==> config.mk <==
export PLATFORM = sky130hd
export DESIGN_NAME = rmq_front
export DESIGN_NICKNAME = d
export VERILOG_FILES = /design/src/rmq_pkg.sv /design/src/rmq_front.sv
export SDC_FILE = /design/constraint.sdc
export NUM_CORES = 1
export LEC_CHECK = 0
export ABC_AREA = 0
export BUFFER_PORTS_ARGS = -buffer_cell sky130_fd_sc_hd__clkbuf_2
export CAP_MARGIN = 20
export CORE_ASPECT_RATIO = 0.5
export CORE_MARGIN = 5
export CORE_UTILIZATION = 55
export DETAILED_ROUTE_END_ITERATION = 8
export PLACE_DENSITY_LB_ADDON = 0.12
export SYNTH_ARGS = -nofsm -noshare
export SYNTH_HDL_FRONTEND = slang
export SYNTH_SLANG_ARGS = --single-unit
==> constraint.sdc <==
create_clock -name vclk -period 10.9
set_input_delay 2.725 -clock vclk [all_inputs]
set_output_delay 2.725 -clock vclk [all_outputs]
set_load 0.05 [all_outputs]
==> src/rmq_pkg.sv <==
// Shared types and constants for the rotation matrix to quaternion core.
// Used by rmq_front, rmq_fifo, rmq_back and the top level; no dependencies.
package rmq_pkg;

   localparam int unsigned FIELD_W     = 18;
   localparam int unsigned NUM_W       = 19;
   localparam int unsigned QUEUE_DEPTH = 4;
   localparam int unsigned QUEUE_AW    = 2;
   localparam int unsigned SAT_POS     = 131071;
   localparam int unsigned SAT_NEG_MAG = 131072;

   typedef enum logic [1:0] {
      CASE_TRACE = 2'd0,
      CASE_X     = 2'd1,
      CASE_Y     = 2'd2,
      CASE_Z     = 2'd3
   } case_type;

   typedef struct packed {
      case_type                 sel;
      logic signed [NUM_W-1:0]  n0;
      logic signed [NUM_W-1:0]  n1;
      logic signed [NUM_W-1:0]  n2;
   } cls_type;

endpackage

==> src/rmq_front.sv <==
// Front end: picks the branch, forms the square root argument and numerators.
// Depends on rmq_pkg.
module rmq_front #(
   parameter int FRAC_BITS = 16
) (
   input  logic signed [17:0]          m00,
   input  logic signed [17:0]          m01,
   input  logic signed [17:0]          m02,
   input  logic signed [17:0]          m10,
   input  logic signed [17:0]          m11,
   input  logic signed [17:0]          m12,
   input  logic signed [17:0]          m20,
   input  logic signed [17:0]          m21,
   input  logic signed [17:0]          m22,
   output rmq_pkg::cls_type            cls,
   output logic [((FRAC_BITS >= 19) ? FRAC_BITS + 1 : 20)-1:0] arg
);

   localparam int AW = (FRAC_BITS >= 19) ? FRAC_BITS + 1 : 20;
   localparam int NW = rmq_pkg::NUM_W;
   localparam logic signed [AW+1:0] ONE =
      {{(AW+1-FRAC_BITS){1'b0}}, 1'b1, {FRAC_BITS{1'b0}}};

   logic signed [AW+1:0] e00, e11, e22, arg_s;
   logic signed [NW-1:0] f01, f02, f10, f12, f20, f21;
   logic signed [19:0]   trace;

   always_comb begin
      e00 = (AW+2)'(m00);
      e11 = (AW+2)'(m11);
      e22 = (AW+2)'(m22);
      f01 = NW'(m01);
      f02 = NW'(m02);
      f10 = NW'(m10);
      f12 = NW'(m12);
      f20 = NW'(m20);
      f21 = NW'(m21);
      trace = 20'(m00) + 20'(m11) + 20'(m22);
      if (trace > 20'sd0) begin
         cls.sel = rmq_pkg::CASE_TRACE;
         arg_s   = ONE + e00 + e11 + e22;
         cls.n0  = f21 - f12;
         cls.n1  = f02 - f20;
         cls.n2  = f10 - f01;
      end else if (m00 > m11 && m00 > m22) begin
         cls.sel = rmq_pkg::CASE_X;
         arg_s   = ONE + e00 - e11 - e22;
         cls.n0  = f21 - f12;
         cls.n1  = f01 + f10;
         cls.n2  = f02 + f20;
      end else if (m11 > m22) begin
         cls.sel = rmq_pkg::CASE_Y;
         arg_s   = ONE + e11 - e00 - e22;
         cls.n0  = f02 - f20;
         cls.n1  = f01 + f10;
         cls.n2  = f12 + f21;
      end else begin
         cls.sel = rmq_pkg::CASE_Z;
         arg_s   = ONE + e22 - e00 - e11;
         cls.n0  = f10 - f01;
         cls.n1  = f02 + f20;
         cls.n2  = f12 + f21;
      end
      arg = arg_s[AW+1] ? '0 : arg_s[AW-1:0];
   end

endmodule

[Yosys cells after proc, flatten, opt, wreduce, memory -nomap -nowiden]
Cells that the tools add are included.
Storage, ports and cells
  bits in registers: 0
  bits of input ports: 162
  output and inout port bits: 79
  logic and storage cells: 31
Operators by class
  add/sub/neg operators: 19
  order comparisons: 4
  multiplexer cells: 7
  reductions and logical operators: 1
Operator list (number)
  $mux W59: 2
  $add A18 B18 Y19: 4
  $mux W22: 3
  $sub A20 B18 Y21: 3
  $sub A19 B18 Y20: 3
  $mux W58: 1
  $add A18 B18 Y19 const A: 3
  $sub A18 B18 Y19: 3
  $gt A18 B18 Y1: 3
  $add A19 B18 Y20: 2
  $add A20 B18 Y21: 1
  $gt A20 B1 Y1 const B: 1
  $mux W20: 1
  $logic_and A1 B1 Y1: 1

[Longest topological paths before layout]
  depth after elaboration: 7
  gate-level depth with buffers: 18
  depth with buffers taken out: 17

[Worst setup path before layout]
Ideal clock, no wire load.
  kind: in2out
  start point: input m00[3]
  end point: output arg[0] (netlist name)
  arrival time: 7.323 ns
  data required time: 8.175 ns
  path slack: 0.852 ns
  cell stages on the path: 17
  buffers on the path: 1
  cells stage by stage: inv_1 -> fa_1 -> buf_2 -> inv_1 -> ha_1 -> inv_1 -> fa_1 -> nor2b_1 -> o31a_1 -> o2111ai_1 -> a311o_1 -> o211ai_1 -> a21oi_1 -> o32ai_2 -> mux2_4 -> mux2i_4 -> a311oi_1
Between the ends
  cells in the longest elaborated chain, start to end: 6
RTL lines
  start, declared: line rmq_front.sv:6  | input logic signed [17:0] m00,
  $add A18 B18 Y19, or another cell as far along: line rmq_front.sv:41, rmq_front.sv:47
  $sub A19 B18 Y20, or another cell as far along: line rmq_front.sv:47  | arg_s = ONE + e00 - e11 - e22;
  $sub A20 B18 Y21 or $mux W22 (tied branches): line rmq_front.sv:47, rmq_front.sv:51
  $mux W22: line rmq_front.sv:45  | end else if (m00 > m11 && m00 > m22) begin
  $mux W22 *: line rmq_front.sv:39  | if (trace > 20'sd0) begin
  $mux W20 *: line rmq_front.sv:64  | arg = arg_s[AW+1] ? '0 : arg_s[AW-1:0];
  end, declared: line rmq_front.sv:16  | output logic [((FRAC_BITS >= 19) ? FRAC_BITS + 1 : 20)-1:0] arg
Mark *: on every way between the ends. The rest lies on a longest branch, timed or not.

[Final worst setup path]
  start point: input m00[2]
  end point: output arg[9] (netlist name)
The elaborated chain is that of the path after synthesis.

==> flow_summary.ini <==
[synth]
synth_cell_types = 84
seq_area_frac_synth_pct = 0
yosys.area.top_type = ha_1
syn_inst = 2023
synthMostInstantiatedCell = ha_1
synth_area_per_cell_um2 = 7.46
yosysWarnings = 0
syn_nets = 2594
synth_commonest_cells = 324 x ha_1, 291 x inv_1, 152 x nor2_1, 140 x a21oi_1, 118 x nand2_1
synth_area_mm2 = 0.0151
synth.top_cells.by_area = ha_1 27%, fa_1 11%, inv_1 7.2%
synth_top_area_share_pct = 26.9

[hold_path]
hold_end = cls[19]
min_path_cells = 4
hp-start = m20[0]
hold_path_class = in -> out

[route]
wl_um = 45500
drt_iter0_drc = 1062
viasPerCell = 5.71
route.detailed.drc = 0
ant_nets = 0
first_pass_iters = 5
wl_per_cell_um = 17.8
route.vias.total = 14600

[worst_setup_path]
critical-path-max-stage-delay_ns = 0.56
worstPathRequired_ns = 8.18
cp.buffers_inverters = 5
cpLargestDelayFamily = compound AO/OA/AOI/OAI gates
slowest_stage = fa_1
critPathMaxFanout = 10
critical_path_class = in -> out
cp_common_cell = inv_1
critPathLaunchType = primary input
cp.arrival_ns = 7.49
crit_chain = clkbuf_2 > inv_1 > fa_1 > inv_1 > ha_1 > ha_1 > inv_1 > fa_1 > nor2b_1 > o31a_1 > o2111ai_1 > a311o_1 > o211ai_1 > a21oi_1 > o32ai_2 > mux2_4 > mux2i_4 > a211oi_1 > clkbuf_2
endpoint_kind = output pin

[floorplanning]
die_w_um = 244
fp.dieH_um = 127
dieArea_mm2 = 0.0311
coreArea_mm2 = 0.0267
initial_core_util_pct = 56.4
fp-row-count = 42
io_pins = 241

[final_layout]
seq_cells = 0
fill_cells = 2573
clockBufferCount = 0
regArea_um2 = 0
drive_gt1_share_pct = 13.6
antenna_cells = 0
final_nets = 2774
area_growth_pct = 9.59
final_cells = 2553

[grt]
grt_pass1_vias = 14000
met2_usage_pct = 47.4
grt.met3_usage_pct = 3.84
met1_usage_pct = 37.9
antenna_found_initial = 1
grt_max_degree = 99
grt_first_pass_wirelength_um = 71700
grt_busiest_layer = met2
grtUsageTotal_pct = 27.9
grt_overflow_total = 0

[clock_network]
cts_hold_buf = 0
post_cts_buffers = 0
cts.repair.resized = 0

[sta]
layout_min_cycle_time_ns = 10.22
maxSlewViolCount = 0
hold_viol_final = 0
worst_slew_pin_slew_ns = 0.868
tns_ns = 0
fin_crit_sh_pct = 93.8
slew-limit-headroom_pct = 41.4
rsz0062_at_grt = false
timing.hold.ws_ns = 6.00
fmax_mhz = 97.9
setup_viol = 0

[power]
power.density_mw_per_mm2 = 135
ir_drop_mv = 0.136
leakagePower_nw = 8.55

[run_status]
status = finished clean

[placed_design]
dp_hpwl_um = 39400
io_buffers = 241
dp.cells = 2553
gp_congestion = 0.953

[run]
cap_violations = 0
-- layout by cell type, fill, tap and decap left out, types with 22 or more instances in the layout --
cell      netlist  routed
o31ai_1        22      22
clkbuf_2        0     241
nor3_1         51      51
a21o_1         39      39
xnor2_1       101     101
nand2b_1       25      25
o21a_1         30      29
fa_1           85      85
mux2i_1        38      38
a21oi_1       140     140
nand3_1        36      36
nor2_1        152     152
a211oi_1       35      35
o21ai_0       110     110
o21bai_1       28      28
nor2b_1        29      29
ha_1          324     324
xor2_1         39      39
nand2_1       118     118
inv_1         291     291
-- where the power goes --
group          leakage, nW  switching, mW  total [mW]  internal (mW)
registers                0              0           0              0
clock network            0              0           0              0
logic                 8.55           1.52        2.24          0.715
total                 8.55           1.52        2.24          0.715
-- cell families (layout without fill, tap and decap cells) --
family / after synthesis / count (layout) / share of synthesized area (%)
XOR/XNOR: 140 / 140 / 8.12
buffers and inverters: 368 / 546 / 9.38
adder cells (fa/ha/maj): 411 / 411 / 38.3
AND/OR/NAND/NOR: 495 / 495 / 16.0
AO/OA/AOI/OAI: 558 / 558 / 24.6
multiplexers: 51 / 51 / 3.61
-- how the worst max path moves through the flow --
stage                  end  depth (start not counted)   start
floorplan           arg[0]                         17  m00[3]
global placement    arg[7]                         20  m00[2]
detailed placement  arg[7]                         20  m00[2]
CTS                 arg[7]                         20  m00[2]
global route        arg[7]                         20  m00[2]
finish              arg[9]                         19  m00[2]
-- per-stage QoR --
stage / setup slack (ns) / area [um2] / utilization, % / total power, mW
floorplan: 0.852 / 15100 / - / 1.68
global placement: 0.755 / 16500 / 61.8 / 2.21
detailed placement: 0.714 / 16500 / 61.8 / 2.21
CTS: 0.699 / 16500 / 61.8 / 2.22
global route: 0.346 / 16500 / 61.8 / 2.41
finish: 0.681 / 16500 / 61.8 / 2.24
-- cell type report --
class | instances | area [um2] | share of cell area (%)
Multi-Input combinational cell | 1655 | 13700 | 82.8
Timing Repair Buffer | 252 | 1300 | 7.87
Inverter | 294 | 1100 | 6.67
Tap cell | 352 | 440 | 2.66
-- worst min-delay path: stages --
cell	delay, ns
clkbuf_2	0.09
ha_1	0.15
mux2i_1	0.07
clkbuf_2	0.23
-- routing by layer --
metal  wire length (um)  vias up
met1              20500     6714
li1                   -     7309
met3               3180       70
met2              20600      493
met4               1250        2
met5                 20        -
No activity file was read; power rests on OpenSTA's default activity.
