[config.mk]
export PLATFORM = sky130hd
export DESIGN_NAME = rmq_fifo
export DESIGN_NICKNAME = d
export VERILOG_FILES = /design/src/rmq_pkg.sv /design/src/rmq_fifo.sv
export SDC_FILE = /design/constraint.sdc
export NUM_CORES = 1
export LEC_CHECK = 0
export ABC_AREA = 1
export BUFFER_PORTS_ARGS = -buffer_cell sky130_fd_sc_hd__buf_2
export CELL_PAD_IN_SITES_DETAIL_PLACEMENT = 0
export CELL_PAD_IN_SITES_GLOBAL_PLACEMENT = 1
export CORE_MARGIN = 2
export CORE_UTILIZATION = 45
export DETAILED_ROUTE_END_ITERATION = 12
export GPL_ROUTABILITY_DRIVEN = 0
export PLACE_DENSITY_LB_ADDON = 0.1
export SYNTH_ARGS = -nofsm -noshare
export SYNTH_HDL_FRONTEND = slang
export SYNTH_SLANG_ARGS = --single-unit
[constraint.sdc]
create_clock -name clock -period 2.45 [get_ports clock]
set_input_delay 0.49 -clock clock [delete_from_list [all_inputs] [get_ports clock]]
set_output_delay 0.49 -clock clock [all_outputs]
set_load 0.02 [all_outputs]
[src/rmq_pkg.sv]
// Shared types and constants for the rotation matrix to quaternion core.
// Used by rmq_front, rmq_fifo, rmq_back and the top level; no dependencies.
package rmq_pkg;

   localparam int unsigned FIELD_W     = 18;
   localparam int unsigned NUM_W       = 19;
   localparam int unsigned QUEUE_DEPTH = 4;
   localparam int unsigned QUEUE_AW    = 2;
   localparam int unsigned SAT_POS     = 131071;
   localparam int unsigned SAT_NEG_MAG = 131072;

   typedef enum logic [1:0] {
      CASE_TRACE = 2'd0,
      CASE_X     = 2'd1,
      CASE_Y     = 2'd2,
      CASE_Z     = 2'd3
   } case_type;

   typedef struct packed {
      case_type                 sel;
      logic signed [NUM_W-1:0]  n0;
      logic signed [NUM_W-1:0]  n1;
      logic signed [NUM_W-1:0]  n2;
   } cls_type;

endpackage

[src/rmq_fifo.sv]
// Short show-ahead queue between the front end and the arithmetic back end.
// Depends on rmq_pkg for its depth.
module rmq_fifo #(
   parameter int DATA_W = 8
) (
   input  logic              clock,
   input  logic              reset,
   input  logic              push,
   input  logic [DATA_W-1:0] push_data,
   output logic              full,
   input  logic              pop,
   output logic              not_empty,
   output logic [DATA_W-1:0] head
);

   localparam int PW = rmq_pkg::QUEUE_AW;

   logic [DATA_W-1:0] mem_ff [0:rmq_pkg::QUEUE_DEPTH-1];
   logic [PW-1:0]     wr_ff, wr_in, rd_ff, rd_in;
   logic [PW:0]       cnt_ff, cnt_in;
   logic              do_push, do_pop;

   always_comb begin
      full      = (cnt_ff == (PW+1)'(rmq_pkg::QUEUE_DEPTH));
      not_empty = (cnt_ff != '0);
      head      = mem_ff[rd_ff];
      do_push   = push && !full;
      do_pop    = pop && not_empty;
      wr_in     = do_push ? wr_ff + 1'b1 : wr_ff;
      rd_in     = do_pop ? rd_ff + 1'b1 : rd_ff;
      cnt_in    = cnt_ff + (PW+1)'(do_push) - (PW+1)'(do_pop);
   end

   always_ff @(posedge clock) begin
      if (reset) begin
         wr_ff  <= '0;
         rd_ff  <= '0;
         cnt_ff <= '0;
      end else begin
         wr_ff  <= wr_in;
         rd_ff  <= rd_in;
         cnt_ff <= cnt_in;
      end
   end

   always_ff @(posedge clock) begin
      if (do_push) begin
         mem_ff[wr_ff] <= push_data;
      end
   end

   a_cnt_bound: assert property (@(posedge clock) disable iff (reset)
      cnt_ff <= (PW+1)'(rmq_pkg::QUEUE_DEPTH))
      else $error("queue count above depth");

endmodule

After elaboration in Yosys (flattened, before gate mapping)
Memories as Yosys holds them, arrays and structs flattened. A register that Yosys moved wholly into a read port is not among the register bits.
Index checks and enable logic that the tools add are counted.

word-level totals
  register bits = 7
  bits in writable memories = 32
  input port bits = 12
  word-level logic and storage cells = 17
  memories kept = 1

memory list
  name    depth  width  read ports  clocked after memory_dff  wr ports  RTL line        text
  mem_ff  4      8      1           1                         1         rmq_fifo.sv:18  logic [DATA_W-1:0] mem_ff [0:rmq_pkg::QUEUE_DEPTH-1];

operators by class
  add/subtract/negate cells = 4
  equality and inequality tests = 1
  multiplexer cells = 4
  reduce and logical (&&, ||, !) cells = 4

operators with widths
  kind                   count
  $add A2 B1 Y2 const B  2
  $mux W2                2
  $add A3 B1 Y3          1
  $eq A3 B3 Y1 const B   1
  $reduce_bool A3 Y1     1
  $sub A3 B1 Y3          1
  $logic_and A1 B1 Y1    2
  $mux W1                2
  $logic_not A1 Y1       1

Logic depth before layout (Yosys ltp)
  depth after elaboration = 5
  mapped depth = 10
  depth with buffers taken out = 10

Least setup slack after synthesis
No wires, ideal clock.

  path type = reg2reg
  from = reg cnt_ff[1]
  to = reg cnt_ff[2]
  library setup time = 117 ps
  data arrival time = 1731 ps
  path slack = 602 ps
  cell stages (with the launch flop) = 11
  clock period less this slack = 1848 ps
  cell sequence = dfxtp_1 > nor2_2 > nand2_2 > nand2_1 > ha_1 > inv_1 > ha_1 > inv_1 > fa_1 > o21ai_0 > nor2_1

between the ends
  cells in the longest elaborated chain, start to end = 5
  elaborated cells on any way between the ends = 7

RTL lines
  item                      RTL line        text
  start: declaration        rmq_fifo.sv:20  logic [PW:0] cnt_ff, cnt_in;
  start signal: assignment  rmq_fifo.sv:42  cnt_ff <= cnt_in;
  $eq A3 B3 Y1              rmq_fifo.sv:24  full = (cnt_ff == (PW+1)'(rmq_pkg::QUEUE_DEPTH));
  $logic_not A1 Y1          rmq_fifo.sv:27  do_push = push && !full;
  $logic_and A1 B1 Y1       rmq_fifo.sv:27
  $add A3 B1 Y3             rmq_fifo.sv:31  cnt_in = cnt_ff + (PW+1)'(do_push) - (PW+1)'(do_pop);
  $sub A3 B1 Y3 (*)         rmq_fifo.sv:31

Mark *: on every way between the ends. The rest lies on a longest branch, timed or not.
A chain may end at the register's enable or synchronous reset.

==> results by group <==
Critical path
  – Setup CP Type: reg2out
  – CP peak stage delay: 600 ps
  – Critical path's slowest cell: dfxtp_1
  – Crit Path Max Fanout: 16
  – Reg2Reg Depth: 10
  – CP Capture Type: output port
  – R2R Path End: cnt_ff[2]$_SDFF_PP0_
  – WP data required: 1960 ps
  – CP cell instances: inv_2, o21ai_0, o22ai_1, buf_2
  – WP data arrival: approximately 1600 ps
  – Reg-to-reg startpoint: cnt_ff[1]$_SDFF_PP0_
  – CP bufs+invs: 2
  – Critical path startpoint category: flop
  – Worst path top cell family by delay: flip-flops
  – R2R Setup Slk: 450 ps

Power and ir drop
  – Power density cells: 1052 nW/µm²
  – LEAKAGE: 0.0008002 µW
  – Maximum VDD drop: between 0.0005 and 0.0006 V

Synthesis
  – Synth warnings: 0
  – Cell accounting for the most synthesized area: edfxtp_1
  – Ranking of synthesized cells by area: edfxtp_1 57%, dfxtp_1 11%, nor2_1 6.3%, ha_1 4.5%, o21ai_0 3.9%
  – Synth unique cells: 18
  – Netlist Area Pre-Place: 1680 µm²
  – Syn avg cell area: about 12 µm²
  – Gate Count Post-Synth: 142
  – Synth top area share: 57.19%
  – Register area share after synthesis: 67.91%
  – Synth Register Bits: between 40 and 50
  – Syn nets: 161

Clocking
  – CTS tree: done
  – Clock tree buffer depth: 2
  – H-tree level count: 2
  – Hold buffers post-CTS: 0
  – Clock Latency Late Sink: 290 ps
  – Clock sink total: 41
  – Reg clk slew, reported paths: 80 ps
  – TritonCTS buffer count: 5
  – Root Buffer: clkbuf_8
  – Post-CTS sizing: 0
  – Postcts setup bufs: 0

Die
  – I/O Pins: 22
  – Chip width: 65.11 µm
  – Floorplan row count: 22
  – Die area: roughly 4200 µm²
  – Initial Utilization: between 40% and 50%
  – Core area: 3633 µm²
  – Die Height: 65.11 µm

STA
  – RSZ-0062 raised after global routing: false
  – Total negative slack: 0 ps
  – Tmin final: 2086 ps
  – Setup violations, final: 0
  – Final worst-path cycle share: 85.13%
  – Worst-Margin Slew: between 400 and 500 ps
  – Slew Viols, Final: 0
  – F_max: 479.5 MHz
  – Clock skew: 7.487 ps
  – Hold WS: 371.8 ps
  – Fin. Hold Viols: 0
  – Slew HR: 70.00%

Global routing
  – Largest net degree at the start of global routing: 17
  – Layer with the highest usage: met2
  – GRT overflow: 0
  – Vias in the first global route: 1063
  – Gr usage total: around 16%
  – Initial antenna violation count: 0
  – GR Util met3: 4.623%
  – Met1 usage: approximately 16%
  – First-pass GRT wire length: between 4 and 5 mm
  – Met2 Track Usage GR: 29.38%

Layout
  – Fillers: approximately 330
  – Layout cells sized above 1: about a quarter
  – Reg area: between 1000 and 1500 µm²
  – Nets: 192
  – P&R area growth vs syn: 18.09%
  – Design area: around 2000 µm²
  – Antenna Cells: 0
  – Area of the multi-input gates: about 450 µm²

Placed design
  – Placed Instance Area: 1861 µm²
  – Detailed Place HPWL: slightly above 2 mm
  – Port-buffer cells: 21

Flow run
  – Max-cap violations: 0

Worst hold path
  – Worst hold path stage count: 2
  – Worst min path class: in2reg
  – Worst Hold Path EP: cnt_ff[1]$_SDFF_PP0_
  – Hold Crit Start: reset

Detailed routing
  – Initial DRT Pass Iterations: 4
  – Vias per Instance: slightly below 5
  – Post-Route WL: 2.887 mm
  – Routed via count: between 1000 and 1500
  – # DRC: 0
  – Detail Route Antenna Nets: 0
  – WL/cell: 13.00 µm
  – Drt initial violations: 34

Status
  – Status: finished clean
==> per-stage QoR <==
step	power, µW	utilization [%]	setup slack, ps	std cells
after global placement	1549	51.21	505.4	214
after global routing	2226	54.61	183.7	222
final	2087	54.61	364.4	222
after floorplan	1378	-	601.6	142
after CTS	2123	54.61	314.1	222
after detailed placement	1579	51.21	426.8	214
==> worst max-delay path by stage <==
| stage | start | to | slack [ps] | depth (start not counted) |
|---|---|---|---|---|
| 2_1_floorplan | cnt_ff[1]$_SDFF_PP0_ | cnt_ff[2]$_SDFF_PP0_ | 600 | 10 |
| 3_3_place_gp | push | cnt_ff[2]$_SDFF_PP0_ | 510 | 9 |
| 3_5_place_dp | cnt_ff[1]$_SDFF_PP0_ | cnt_ff[2]$_SDFF_PP0_ | 430 | 10 |
| 4_1_cts | flop | head[0] | 310 | 4 |
| 5_1_grt | flop | head[7] | 180 | 4 |
| 6_report | flop | head[4] | 360 | 4 |
==> cells in the mapped netlist <==
master and number:
o21ai_0 13, nand2_1 10, buf_6 2, o21ai_2 3, inv_1 16, edfxtp_1 32, a21boi_0 2, dfxtp_1 9
nand2_2 2, o22ai_1 8, nor2_1 28, inv_2 1, nand3_1 3, ha_1 6, fa_1 1, nor2_2 1
o21ai_1 1, a21oi_1 4
==> worst reg2reg max path, cell delays in order, from the launching register on <==
cell and delay, ps:
dfxtp_1 360, nor2_2 190, nand2_2 120, nand2_1 160, ha_1 250, inv_1 60, ha_1 130, inv_1 50
fa_1 360, o21ai_0 160, nor2_1 50
==> layout by cell type, fill, tap and decap left out, types with 5 or more instances in the layout <==
cell type  count
buf_2         21
edfxtp_1      32
nand2_1       10
nor2_1        28
inv_1         16
dfxtp_1        9
buf_4          5
o21ai_0       13
clkbuf_8       5
ha_1           6
o22ai_1        8
==> per-layer routing <==
| metal | vias up | wire length, µm |
|---|---|---|
| li1 | 550 | - |
| met1 | 503 | 1152 |
| met2 | 25 | 1580 |
| met3 | 2 | 131 |
| met4 | 0 | 23 |
| met5 | - | 0 |
==> power by group <==
group | internal, µW | switching (µW) | total (µW) | leakage (µW)
Combinational | 219 | 402 | 621 | 0.000368
Clock | 322 | 214 | 537 | 0.0000645
Sequential | 857 | 71.5 | 929 | 0.000367
==> cells by family after synthesis <==
| logic type | Yosys count | synth area share, % |
|---|---|---|
| adder cells (fa/ha/maj) | 7 | 5.659 |
| AND/OR/NAND/NOR | 44 | 10.50 |
| AO/OA/AOI/OAI | 31 | 10.80 |
| buffers and inverters | 19 | 5.138 |
| flip-flops | 41 | 67.91 |
==> state kept, by name, indices dropped and copies added, names as in the netlist, named ones only <==
signal	flops
cnt_ff	3
mem_ff	32
rd_ff	2
wr_ff	2
==> area by class of cell <==
type                       count  area share, %
clock buffer                   7          5.990
clock inverter                 1         0.2522
inverter                      17          3.216
multi-input combinational     82          22.82
sequential                    41          57.50
tap                           48          3.026
timing repair buffer          26          7.188
Note: power is estimated with default switching activity, not from simulation.
